===== src/avr_pkg.sv =====
// avr_pkg: shared types, constants and the arctangent table for the axis rotation block.
// No dependencies; every other file in src refers to it by scoped names.
`timescale 1ns / 1ps
`default_nettype none

package avr_pkg;

    // Vector component width (Q3.12)
    localparam int DATA_WIDTH   = 16;
    localparam int ANGLE_WIDTH  = 16;
    localparam int CMD_WIDTH    = 2;

    // CORDIC datapath: Q.30 with headroom for gain overshoot and atan sums
    localparam int FRAC_BITS    = 30;
    localparam int CS_W         = 33;
    localparam int COEF_W       = 32;
    localparam int ATAN_ENTRIES = 24;
    localparam int STAGE_IDX_W  = 5;

    localparam logic signed [CS_W-1:0] GAIN_Q30 = 33'sd652032874;

    // Axis selector codes; any other code passes the vector through
    localparam logic [CMD_WIDTH-1:0] AXIS_X = 2'd0;
    localparam logic [CMD_WIDTH-1:0] AXIS_Y = 2'd1;
    localparam logic [CMD_WIDTH-1:0] AXIS_Z = 2'd2;

    typedef struct packed {
        logic        [CMD_WIDTH-1:0]   cmd;
        logic signed [ANGLE_WIDTH-1:0] angle;
        logic signed [DATA_WIDTH-1:0]  in_x;
        logic signed [DATA_WIDTH-1:0]  in_y;
        logic signed [DATA_WIDTH-1:0]  in_z;
    } t_in;

    typedef struct packed {
        logic signed [DATA_WIDTH-1:0] out_x;
        logic signed [DATA_WIDTH-1:0] out_y;
        logic signed [DATA_WIDTH-1:0] out_z;
    } t_out;

    // Contents of one CORDIC cell: rotation state plus the vector riding along
    typedef struct packed {
        logic        [CMD_WIDTH-1:0]  cmd;
        logic                         flip;
        logic signed [CS_W-1:0]       x;
        logic signed [CS_W-1:0]       y;
        logic signed [CS_W-1:0]       z;
        logic signed [DATA_WIDTH-1:0] vx;
        logic signed [DATA_WIDTH-1:0] vy;
        logic signed [DATA_WIDTH-1:0] vz;
    } t_cell;

    // atan(2^-i), full turn = 2^32
    function automatic logic signed [CS_W-1:0] avr_atan(input logic [STAGE_IDX_W-1:0] idx);
        logic signed [CS_W-1:0] v;
        case (idx)
            5'd0:    v = 33'sd536870912;
            5'd1:    v = 33'sd316933406;
            5'd2:    v = 33'sd167458907;
            5'd3:    v = 33'sd85004756;
            5'd4:    v = 33'sd42667331;
            5'd5:    v = 33'sd21354465;
            5'd6:    v = 33'sd10679838;
            5'd7:    v = 33'sd5340245;
            5'd8:    v = 33'sd2670163;
            5'd9:    v = 33'sd1335087;
            5'd10:   v = 33'sd667544;
            5'd11:   v = 33'sd333772;
            5'd12:   v = 33'sd166886;
            5'd13:   v = 33'sd83443;
            5'd14:   v = 33'sd41722;
            5'd15:   v = 33'sd20861;
            5'd16:   v = 33'sd10430;
            5'd17:   v = 33'sd5215;
            5'd18:   v = 33'sd2608;
            5'd19:   v = 33'sd1304;
            5'd20:   v = 33'sd652;
            5'd21:   v = 33'sd326;
            5'd22:   v = 33'sd163;
            5'd23:   v = 33'sd81;
            default: v = '0;
        endcase
        return v;
    endfunction

endpackage

`default_nettype wire


===== src/avr_cordic_cell.sv =====
// avr_cordic_cell: one CORDIC rotation stage with its own pipeline register.
// Depends on avr_pkg (t_cell, avr_atan).
`timescale 1ns / 1ps
`default_nettype none

module avr_cordic_cell #(
    parameter int STAGE = 0
) (
    input  wire                 i_clk,
    input  wire                 i_rst_n,
    input  wire                 i_en,
    input  wire                 i_valid,
    input  avr_pkg::t_cell      i_data,
    output logic                o_valid,
    output avr_pkg::t_cell      o_data
);

    logic                              r_valid;
    avr_pkg::t_cell                    r_data;
    avr_pkg::t_cell                    n_data;
    logic signed [avr_pkg::CS_W-1:0]   x_in;
    logic signed [avr_pkg::CS_W-1:0]   y_in;
    logic signed [avr_pkg::CS_W-1:0]   dx;
    logic signed [avr_pkg::CS_W-1:0]   dy;
    logic signed [avr_pkg::CS_W-1:0]   atan_c;

    always_comb begin
        x_in   = i_data.x;
        y_in   = i_data.y;
        dx     = y_in >>> STAGE;    // floor shift
        dy     = x_in >>> STAGE;
        atan_c = avr_pkg::avr_atan(avr_pkg::STAGE_IDX_W'(STAGE));
        n_data = i_data;
        if (!i_data.z[avr_pkg::CS_W-1]) begin
            n_data.x = x_in - dx;
            n_data.y = y_in + dy;
            n_data.z = i_data.z - atan_c;
        end else begin
            n_data.x = x_in + dx;
            n_data.y = y_in - dy;
            n_data.z = i_data.z + atan_c;
        end
    end

    always_ff @(posedge i_clk) begin
        if (!i_rst_n) begin
            r_valid <= 1'b0;
        end else if (i_en) begin
            r_valid <= i_valid;
        end
    end

    always_ff @(posedge i_clk) begin
        if (i_en) begin
            r_data <= n_data;
        end
    end

    assign o_valid = r_valid;
    assign o_data  = r_data;

endmodule

`default_nettype wire


===== config.mk =====
export PLATFORM = sky130hd
export DESIGN_NAME = avr_cordic_cell
export DESIGN_NICKNAME = d
export VERILOG_FILES = /design/src/avr_pkg.sv /design/src/avr_cordic_cell.sv
export SDC_FILE = /design/constraint.sdc
export NUM_CORES = 1
export LEC_CHECK = 0
export BUFFER_PORTS_ARGS = -buffer_cell sky130_fd_sc_hd__buf_2
export CORE_ASPECT_RATIO = 0.6
export CORE_MARGIN = 5
export CORE_UTILIZATION = 44
export DETAILED_ROUTE_END_ITERATION = 8
export PLACE_DENSITY = 0.8
export SLEW_MARGIN = 0
export SYNTH_ARGS = -nofsm -noshare
export SYNTH_HDL_FRONTEND = slang
export SYNTH_SLANG_ARGS = --single-unit

===== constraint.sdc =====
create_clock -name i_clk -period 3.46 [get_ports i_clk]
set_input_delay 0.519 -clock i_clk [delete_from_list [all_inputs] [get_ports i_clk]]
set_output_delay 0.519 -clock i_clk [all_outputs]
set_load 0.1 [all_outputs]

==> results.sh, run 1 <==
export IMPL_synth_fa_ha_area_frac=0.129
export IMPL_seq_area_frac_synth=0.443
export IMPL_setup_ws_ns=0.242
export IMPL_path_class="in2reg"
export IMPL_period_share=0.930
export IMPL_hp_start="i_data[22]"
export IMPL_status="finished, final reports clean"
export IMPL_power_density_nw_per_um2=564
export IMPL_cp_required_ns=3.63
export IMPL_grt_max_degree=84
export IMPL_critPathLaunchType="primary input"
export IMPL_place_hpwl_mm=30.6
export IMPL_rr_worst_depth=2
export IMPL_grt_usage=0.272
export IMPL_postRouteAntennaNets=0
export IMPL_ys_async_sr_fraction=0
export IMPL_comb_power_share=0.440
export IMPL_syn_area_sq_um=10100
export IMPL_grt_pass1_vias=9011
export IMPL_place_gp_congestion=1.03
export IMPL_rsz0062_at_grt="false"
export IMPL_die_y_um=128
export IMPL_area_delta_synth_final_pct=32.0
export IMPL_synth_area_mux_share=0.0109
export IMPL_fmax_mhz=311
export IMPL_drv_cap=0
export IMPL_grt_antenna_before_repair=1
export IMPL_yosys_register_bits=150
export IMPL_slew_headroom=0.369
export IMPL_min_to="o_data[22]"
export IMPL_synth_distinct_cells=80
export IMPL_h_tree_depth=4
export IMPL_pin_count=305
export IMPL_cts_root_buf="clkbuf_16"
export IMPL_post_route_min_period_ns=3.22
export IMPL_synth_main_ff_cell="edfxtp_1"
export IMPL_fin_skew_ns=0
export IMPL_nets=1665
export IMPL_yosys_area_share_simple=0.106
export IMPL_worst_pin_slew_ns=0.946
export IMPL_power_leakage_uw=0.00616
export IMPL_initial_core_util=0.443
export IMPL_setup_viol=0
export IMPL_drt_iter0_drc=1200
export IMPL_num_rows=43
export IMPL_drt_pass1_iterations=5
export IMPL_core_sq_um=22900
export IMPL_cts_clk_slew_worst_paths_ns=0.07
export IMPL_viasPerCell=5.48
export IMPL_drv_slew=0
export IMPL_fp_dieW_um=206
export IMPL_synth_edf_count=149
export IMPL_reg2reg_slack_ns=2.87
export IMPL_critPathArrivalTime_ns=3.39
export IMPL_crit_fanout=5
export IMPL_syn_inst=1013
export IMPL_clkLatencyLatePin_ns=0.41
export IMPL_avgSynthCellArea_sq_um=10.0
export IMPL_finalNonFillerCells=1739
export IMPL_overflow=0
export IMPL_wire_per_inst_um=21.1
export IMPL_cts_buffers=17
export IMPL_clkPwrFrac=0.252
export IMPL_drt_total_wl_mm=36.6
export IMPL_synth_xor_xnor_area_share=0.0552
export IMPL_cts_sinks=150
export IMPL_grt_first_pass_wirelength_mm=53.9
export IMPL_hold_viol=0
export IMPL_switchingPower_uw=3420
export IMPL_dp_slack_ns=-0.177
export IMPL_vdd_drop_max_mv=0.366
export IMPL_internal_power_uw=4130
export IMPL_synth_compound_area_share=0.197
export IMPL_min_path_cells=1
export IMPL_sw_frac_of_total=0.453
export IMPL_placedCellCount=1705
export IMPL_post_route_util=0.585
export IMPL_dieArea_sq_um=26300
export IMPL_num_vias=9537
export IMPL_critPathCaptureType="flop"
export IMPL_sequentialPowerShare=0.309
export IMPL_layout_drive_gt1_share=0.333
export IMPL_clk_path_buf_depth=2
export IMPL_hold_buffers=0
export IMPL_r2r_start="o_valid"
export IMPL_syn_nets=1269
export IMPL_hold_class="in2reg"
export IMPL_portBuffers=304
export IMPL_cts_tree="yes"
export IMPL_r2r_end="o_valid"
export IMPL_drc=0
export IMPL_yosys_warnings=0
export IMPL_synth_top_family_by_area="compound AO/OA/AOI/OAI gates"
==> placed cells by master (no fill, tap or decap), types with 17 or more instances in the layout <==
cell,synthesis,layout
xnor2_1,58,58
nand2_1,47,47
o21ai_0,48,48
buf_2,14,303
a21o_1,19,19
inv_1,101,101
a21oi_1,115,115
edfxtp_1,149,149
buf_4,2,115
ha_1,98,98
nand3_1,17,17
nor2_1,90,90
clkbuf_16,0,17
==> through the flow <==
step	instance area [sq um]	total power [uW]	TNS (ns)	hold slack, ns
6_report	13400	7550	0	0.266
5_1_grt	13400	7830	0	0.239
4_1_cts	13400	7540	0	0.255
3_5_place_dp	12800	5640	-0.821	0.508
3_3_place_gp	12800	5620	-2.06	0.504
2_1_floorplan	10100	4750	0	0.618
==> worst max-delay path: stages <==
cell	delay, ns
buf_2	0.09
inv_1	0.04
ha_1	0.36
buf_4	0.17
nand3_1	0.15
a21oi_1	0.08
o2111ai_1	0.32
a21oi_1	0.12
o21ai_0	0.19
nand2b_1	0.17
a221oi_1	0.56
o21ai_0	0.30
a21oi_1	0.23
xnor2_1	0.08
==> cell type report <==
class	instances	area [sq um]
Clock buffer	18	429
Timing Repair Buffer	421	2430
Multi-Input combinational cell	714	5060
Antenna cell	2	5.00
Clock inverter	14	183
Fill cell	2043	9520
Tap cell	315	394
Inverter	105	399
Sequential cell	150	4490
==> worst max-delay path by stage <==
| stage | startpoint | cells after the start | to |
|---|---|---|---|
| floorplan | i_data[85] | 13 | o_data[144] |
| global placement | i_data[94] | 14 | o_data[105] |
| detailed placement | i_data[93] | 14 | o_data[105] |
| CTS | i_data[93] | 14 | o_data[105] |
| global route | i_data[85] | 14 | o_data[98] |
| finish | i_data[85] | 14 | o_data[98] |
==> kinds of logic (layout without fill, tap and decap cells) <==
group / after synthesis / in the layout
compound gates: 308 / 308
simple gates: 229 / 229
flops: 150 / 150
buf+inv: 149 / 558
fa+ha+maj: 102 / 102
xor+xnor: 64 / 64
mux: 11 / 11
other cells: 0 / 2
==> power by group through the flow <==
| stage | Clock (uW) | Combinational, uW | Sequential [uW] |
|---|---|---|---|
| detailed placement | 0 | 3270 | 2370 |
| floorplan | 0 | 815 | 3930 |
| global placement | 0 | 3250 | 2360 |
| finish | 1900 | 3320 | 2330 |
| CTS | 1930 | 3280 | 2330 |
| global route | 2030 | 3450 | 2350 |
==> synth_stat cells (12+ instances only) <==
cell | n | area share
o31ai_1 | 13 | 0.0096
a21o_1 | 19 | 0.014
nor3_1 | 13 | 0.0064
edfxtp_1 | 149 | 0.44
nor2b_1 | 12 | 0.0074
clkbuf_1 | 21 | 0.0078
ha_1 | 98 | 0.12
xnor2_1 | 58 | 0.050
nand2_1 | 47 | 0.017
a21oi_1 | 115 | 0.057
o21ai_0 | 48 | 0.024
o21bai_1 | 16 | 0.012
a31oi_1 | 12 | 0.0074
nor2_1 | 90 | 0.033
buf_2 | 14 | 0.0069
nand3_1 | 17 | 0.0084
inv_1 | 101 | 0.037
==> sequential cells by signal (all words and copies together), names as in the netlist <==
signal,cells
o_valid,1
o_data,149
==> timing repair <==
action	4_1_cts	5_1_grt
gates resized for setup	0	1
buffers inserted	0	0
endpoints found under the setup margin	0	6
==> routing by layer <==
layer,global-route usage,vias up,share of wire
li1,-,4427,-
met1,0.421,4466,0.46
met2,0.340,607,0.37
met3,0.125,37,0.15
met4,0.0590,0,0.016
met5,0,-,0
Note: power is estimated with default switching activity, not from simulation.
==> run 2: changes to the inputs <==
--- a/config.mk
+++ b/config.mk
@@ -6,9 +6,9 @@
 export NUM_CORES = 1
 export LEC_CHECK = 0
 export BUFFER_PORTS_ARGS = -buffer_cell sky130_fd_sc_hd__buf_2
-export CORE_ASPECT_RATIO = 0.6
 export CORE_MARGIN = 5
 export CORE_UTILIZATION = 44
+export CTS_CLUSTER_SIZE = 20
 export DETAILED_ROUTE_END_ITERATION = 8
 export PLACE_DENSITY = 0.8
 export SLEW_MARGIN = 0
==> run 2 against run 1 <==
Compared with the run above:
- sequential power about the same
- via count fell by 1.1%
- flip-flop and latch count did not move
- core utilization up 0.10 points
- die area fell by 0.38%
- hold slack improved by 0.011 ns
- cell area shrank 1.0%
- global-route usage decreased by 2.5 points
- critical path type unchanged
- largest cell class unchanged
==> results.sh, run 2 (synthesis gave the netlist of run 1 again) <==
export IMPL_h_tree_depth=4
export IMPL_grt_antenna_before_repair=2
export IMPL_fin_hold_ws_ns=0.278
export IMPL_worst_pin_slew_ns=0.983
export IMPL_grt_max_degree=85
export IMPL_cp_required_ns=3.61
export IMPL_hold_viol=0
export IMPL_critPathLaunchType="primary input"
export IMPL_pin_count=305
export IMPL_sw_frac_of_total=0.458
export IMPL_path_class="in2reg"
export IMPL_min_to="o_data[20]"
export IMPL_viasPerCell=5.54
export IMPL_rr_worst_depth=2
export IMPL_core_sq_um=22600
export IMPL_num_vias=9431
export IMPL_setup_tns_ns=0
export IMPL_largest_reg_flops=149
export IMPL_placedCellCount=1670
export IMPL_layout_drive_gt1_share=0.331
export IMPL_min_path_cells=1
export IMPL_cts_root_buf="clkbuf_16"
export IMPL_place_gp_congestion=0.951
export IMPL_post_route_util=0.586
export IMPL_cts_sinks=150
export IMPL_drv_cap=0
export IMPL_internal_power_uw=3970
export IMPL_post_route_min_period_ns=3.33
export IMPL_layout_common_cells="buf_2, edfxtp_1, a21oi_1"
export IMPL_cts_tree="yes"
export IMPL_hp_start="i_data[20]"
export IMPL_grt_first_pass_wirelength_mm=51.3
export IMPL_critPathArrivalTime_ns=3.48
export IMPL_wire_per_inst_um=19.8
export IMPL_drt_iter0_drc=948
export IMPL_diodes=0
export IMPL_vdd_drop_max_mv=0.321
export IMPL_initial_core_util=0.448
export IMPL_area_delta_synth_final_pct=30.7
export IMPL_dieArea_sq_um=26200
export IMPL_drt_pass1_iterations=5
export IMPL_hold_class="in2reg"
export IMPL_status="finished, final reports clean"
export IMPL_setup_ws_ns=0.131
export IMPL_fillers=1982
export IMPL_fp_dieW_um=162
export IMPL_setup_viol=0
export IMPL_fin_skew_ns=0
export IMPL_grt_usage=0.248
export IMPL_hold_buffers=0
export IMPL_clkLatencyLatePin_ns=0.41
export IMPL_fmax_mhz=300
export IMPL_clkPwrFrac=0.240
export IMPL_final_common_cell="buf_2"
export IMPL_overflow=0
export IMPL_r2r_end="o_valid"
export IMPL_sequentialPowerShare=0.321
export IMPL_drt_total_wl_mm=33.7
export IMPL_cts_setup_buffers=0
export IMPL_num_rows=55
export IMPL_postRouteAntennaNets=0
export IMPL_power_density_nw_per_um2=552
export IMPL_finalNonFillerCells=1702
export IMPL_power_leakage_uw=0.00610
export IMPL_reg2reg_slack_ns=2.84
export IMPL_nets=1660
export IMPL_grt_pass1_vias=9188
export IMPL_r2r_start="o_valid"
export IMPL_dp_slack_ns=-0.279
export IMPL_cts_buffers=17
export IMPL_comb_power_share=0.439
export IMPL_place_hpwl_mm=27.5
export IMPL_switchingPower_uw=3360
export IMPL_period_share=0.962
export IMPL_die_y_um=162
export IMPL_crit_fanout=4
export IMPL_drv_slew=0
export IMPL_clk_path_buf_depth=2
export IMPL_cts_clk_slew_worst_paths_ns=0.07
export IMPL_rsz0062_at_grt="false"
export IMPL_portBuffers=304
export IMPL_critPathCaptureType="flop"
export IMPL_drc=0
export IMPL_slew_headroom=0.344
==> run 2: cell count changes in the layout (fill, tap and decap cells not counted), sizes merged <==
cell / before / now
inv: 112 / 111
bufinv: 2 / 0
diode: 2 / 0
buf: 421 / 416
clkinvlp: 0 / 3
==> run 2: timing repair <==
action,CTS,global route
resized for setup,0,1
hold endpoints to repair,0,0
endpoints found under the setup margin,0,1
==> run 2: worst max path at each step <==
stage	from	endpoint	slack, ns	cells after the start
after detailed placement	i_data[86]	o_data[145]	-0.28	15
after global routing	i_data[93]	o_data[138]	0.03	15
after CTS	i_data[86]	o_data[145]	0.13	15
final	i_data[87]	o_data[113]	0.13	14
after global placement	i_data[87]	o_data[145]	-0.20	15
after floorplan	i_data[85]	o_data[144]	0.45	13
==> run 2: worst max-delay path: stages <==
cell and delay [ns]:
buf_2 0.11, buf_4 0.13, ha_1 0.22, a211o_1 0.30, o211ai_1 0.17, o2111ai_1 0.23, a31oi_1 0.44, nor2_1 0.11
o21ai_1 0.16, buf_4 0.15, nand2_1 0.07, a2111oi_0 0.54, a211oi_1 0.13, xnor2_1 0.19
==> run 2: final cells by class <==
| class | instances | area [sq um] | share of cell area |
|---|---|---|---|
| inverters | 105 | 399 | 0.0301 |
| multi-input cells | 714 | 5060 | 0.382 |
| clock buffers | 18 | 429 | 0.0324 |
| well taps | 285 | 357 | 0.0269 |
| repair buffers | 416 | 2380 | 0.180 |
| clock inverters | 14 | 134 | 0.0101 |
| flip-flops and latches | 150 | 4490 | 0.339 |
==> run 2: power by group through the flow <==
stage | sequential [uW] | combinational (uW) | clock, uW
5_1_grt | 2370 | 3350 | 1880
2_1_floorplan | 3930 | 815 | 0
3_3_place_gp | 2390 | 3170 | 0
3_5_place_dp | 2390 | 3190 | 0
4_1_cts | 2350 | 3200 | 1790
6_report | 2350 | 3220 | 1750
==> run 2: metal layers <==
metal / track usage / routed length (um) / vias to the layer above
met5: 0 / 13 / -
met3: 0.0505 / 2940 / 46
li1: - / - / 4418
met4: 0.0757 / 918 / 2
met2: 0.405 / 15600 / 483
met1: 0.334 / 14300 / 4482
==> run 2: through the flow <==
step	cell area (sq um)	power, uW
floorplan	10100	4750
global placement	12700	5560
detailed placement	12700	5580
CTS	13200	7340
global route	13300	7600
finish	13300	7320
==> run 3: changes to the inputs <==
--- a/config.mk
+++ b/config.mk
@@ -10,7 +10,7 @@
 export CORE_UTILIZATION = 44
 export CTS_CLUSTER_SIZE = 20
 export DETAILED_ROUTE_END_ITERATION = 8
-export PLACE_DENSITY = 0.8
+export PLACE_DENSITY = 0.7
 export SLEW_MARGIN = 0
 export SYNTH_ARGS = -nofsm -noshare
 export SYNTH_HDL_FRONTEND = slang
==> run 3 against run 2 <==
Compared with the run above:
- global-route usage about the same
- cell count increased by 0.18%
- flip-flop and latch count unchanged
- wire length increased by 0.61%
- worst setup slack improved by 0.10 ns
- combinational power about the same
- via count decreased by 1.4%
- core utilization increased by 0.066 points
- clock skew unchanged
- critical path type unchanged
- critical endpoint unchanged
==> results.sh, run 3 (synthesis gave the netlist of run 1 again) <==
export IMPL_internal_power_uw=3970
export IMPL_drt_total_wl_mm=34.0
export IMPL_drt_pass1_iterations=6
export IMPL_wire_per_inst_um=19.9
export IMPL_nets=1660
export IMPL_die_y_um=162
export IMPL_postRouteAntennaNets=0
export IMPL_fp_dieW_um=162
export IMPL_hold_viol=0
export IMPL_rr_worst_depth=2
export IMPL_num_vias=9300
export IMPL_cts_setup_buffers=0
export IMPL_crit_path_end="o_data[113]"
export IMPL_power_leakage_uw=0.00610
export IMPL_clkLatencyLatePin_ns=0.42
export IMPL_status="finished, final reports clean"
export IMPL_post_route_min_period_ns=3.23
export IMPL_cts_root_buf="clkbuf_16"
export IMPL_grt_usage=0.247
export IMPL_largest_reg_flops=149
export IMPL_clk_path_buf_depth=2
export IMPL_grt_first_pass_wirelength_mm=50.9
export IMPL_rsz0062_at_grt="false"
export IMPL_setup_tns_ns=0
export IMPL_drv_cap=0
export IMPL_place_gp_congestion=1.01
export IMPL_power_density_nw_per_um2=553
export IMPL_grt_antenna_before_repair=3
export IMPL_num_rows=55
export IMPL_critPathCaptureType="flop"
export IMPL_setup_viol=0
export IMPL_drc=0
export IMPL_final_common_cell="buf_2"
export IMPL_pin_count=305
export IMPL_sw_frac_of_total=0.459
export IMPL_comb_power_share=0.440
export IMPL_dp_slack_ns=-0.223
export IMPL_area_delta_synth_final_pct=30.8
export IMPL_layout_common_cells="buf_2, edfxtp_1, a21oi_1"
export IMPL_fmax_mhz=310
export IMPL_crit_fanout=4
export IMPL_critPathLaunchType="primary input"
export IMPL_drv_slew=0
export IMPL_r2r_start="o_valid"
export IMPL_period_share=0.933
export IMPL_dieArea_sq_um=26200
export IMPL_place_hpwl_mm=27.7
export IMPL_initial_core_util=0.448
export IMPL_r2r_end="o_valid"
export IMPL_worst_pin_slew_ns=0.905
export IMPL_vdd_drop_max_mv=0.307
export IMPL_drt_iter0_drc=857
export IMPL_critPathArrivalTime_ns=3.39
export IMPL_clkPwrFrac=0.241
export IMPL_grt_max_degree=84
export IMPL_portBuffers=304
export IMPL_switchingPower_uw=3370
export IMPL_path_class="in2reg"
export IMPL_reg2reg_slack_ns=2.87
export IMPL_cts_tree="yes"
export IMPL_setup_ws_ns=0.231
export IMPL_core_sq_um=22600
export IMPL_fin_skew_ns=0
export IMPL_min_path_cells=1
export IMPL_hold_class="in2reg"
export IMPL_cts_buffers=17
export IMPL_h_tree_depth=4
export IMPL_cts_sinks=150
export IMPL_grt_pass1_vias=8881
export IMPL_cp_startpoint="i_data[88]"
export IMPL_sequentialPowerShare=0.319
export IMPL_viasPerCell=5.45
export IMPL_slew_headroom=0.396
export IMPL_overflow=0
export IMPL_layout_drive_gt1_share=0.332
export IMPL_cts_clk_slew_worst_paths_ns=0.07
export IMPL_cp_required_ns=3.62
run 3: cell count changes in the layout (fill, tap and decap cells not counted), sizes merged:
cell      previous run  this run
diode                0         3
inv                111       110
clkinvlp             3         4
run 3: layout make-up:
cell class | instances | area, sq um
Fill cell | 1989 | 9370
Multi-Input combinational cell | 714 | 5070
Sequential cell | 150 | 4490
Timing Repair Buffer | 416 | 2380
Clock buffer | 18 | 429
Inverter | 105 | 399
Tap cell | 285 | 357
Clock inverter | 14 | 135
Antenna cell | 3 | 7.51
run 3: power by group through the flow:
stage	clock, uW	sequential [uW]	combinational (uW)
2_1_floorplan	0	3930	815
3_3_place_gp	0	2370	3190
3_5_place_dp	0	2380	3200
4_1_cts	1810	2340	3210
5_1_grt	1900	2350	3370
6_report	1770	2340	3230
run 3: what timing repair did:
| action | 4_1_cts | 5_1_grt |
|---|---|---|
| gates resized for setup | 0 | 2 |
| hold buffers | 0 | 0 |
| endpoints found under the setup margin | 0 | 2 |
run 3: per-layer routing:
metal,global-route usage,share of wire,vias to the layer above
li1,-,-,4426
met1,0.327,0.41,4370
met2,0.408,0.47,455
met3,0.0533,0.086,49
met4,0.0784,0.026,0
met5,0,0,-
run 3: how the worst min path moves through the flow:
| stage | startpoint | slack (ns) | end |
|---|---|---|---|
| 3_5_place_dp | o_valid | 0.51 | o_valid |
| 5_1_grt | i_data[56] | 0.25 | o_data[56] |
| 2_1_floorplan | i_data[0] | 0.62 | o_data[0] |
| 6_report | i_data[25] | 0.27 | o_data[25] |
| 3_3_place_gp | o_valid | 0.49 | o_valid |
| 4_1_cts | i_data[25] | 0.25 | o_data[25] |
run 3: per-stage QoR:
stage / cells / cell area, sq um / power (uW) / util / hold WS, ns
floorplan: 1013 / 10100 / 4750 / - / 0.618
finish: 1705 / 13300 / 7330 / 0.586 / 0.269
global route: 1704 / 13300 / 7620 / 0.586 / 0.249
detailed placement: 1670 / 12700 / 5580 / 0.560 / 0.510
CTS: 1702 / 13300 / 7360 / 0.585 / 0.253
global placement: 1670 / 12700 / 5560 / 0.560 / 0.495
run 3: worst max-delay path, stage by stage:
cell and delay (ns):
buf_2 0.10, inv_1 0.05, ha_1 0.30, a211o_1 0.26
o211ai_1 0.20, o2111ai_1 0.32, a31oi_2 0.41, nor2_1 0.10
o21ai_1 0.16, buf_4 0.14, nand2_1 0.06, a2111oi_0 0.47
a211oi_1 0.12, xnor2_1 0.17
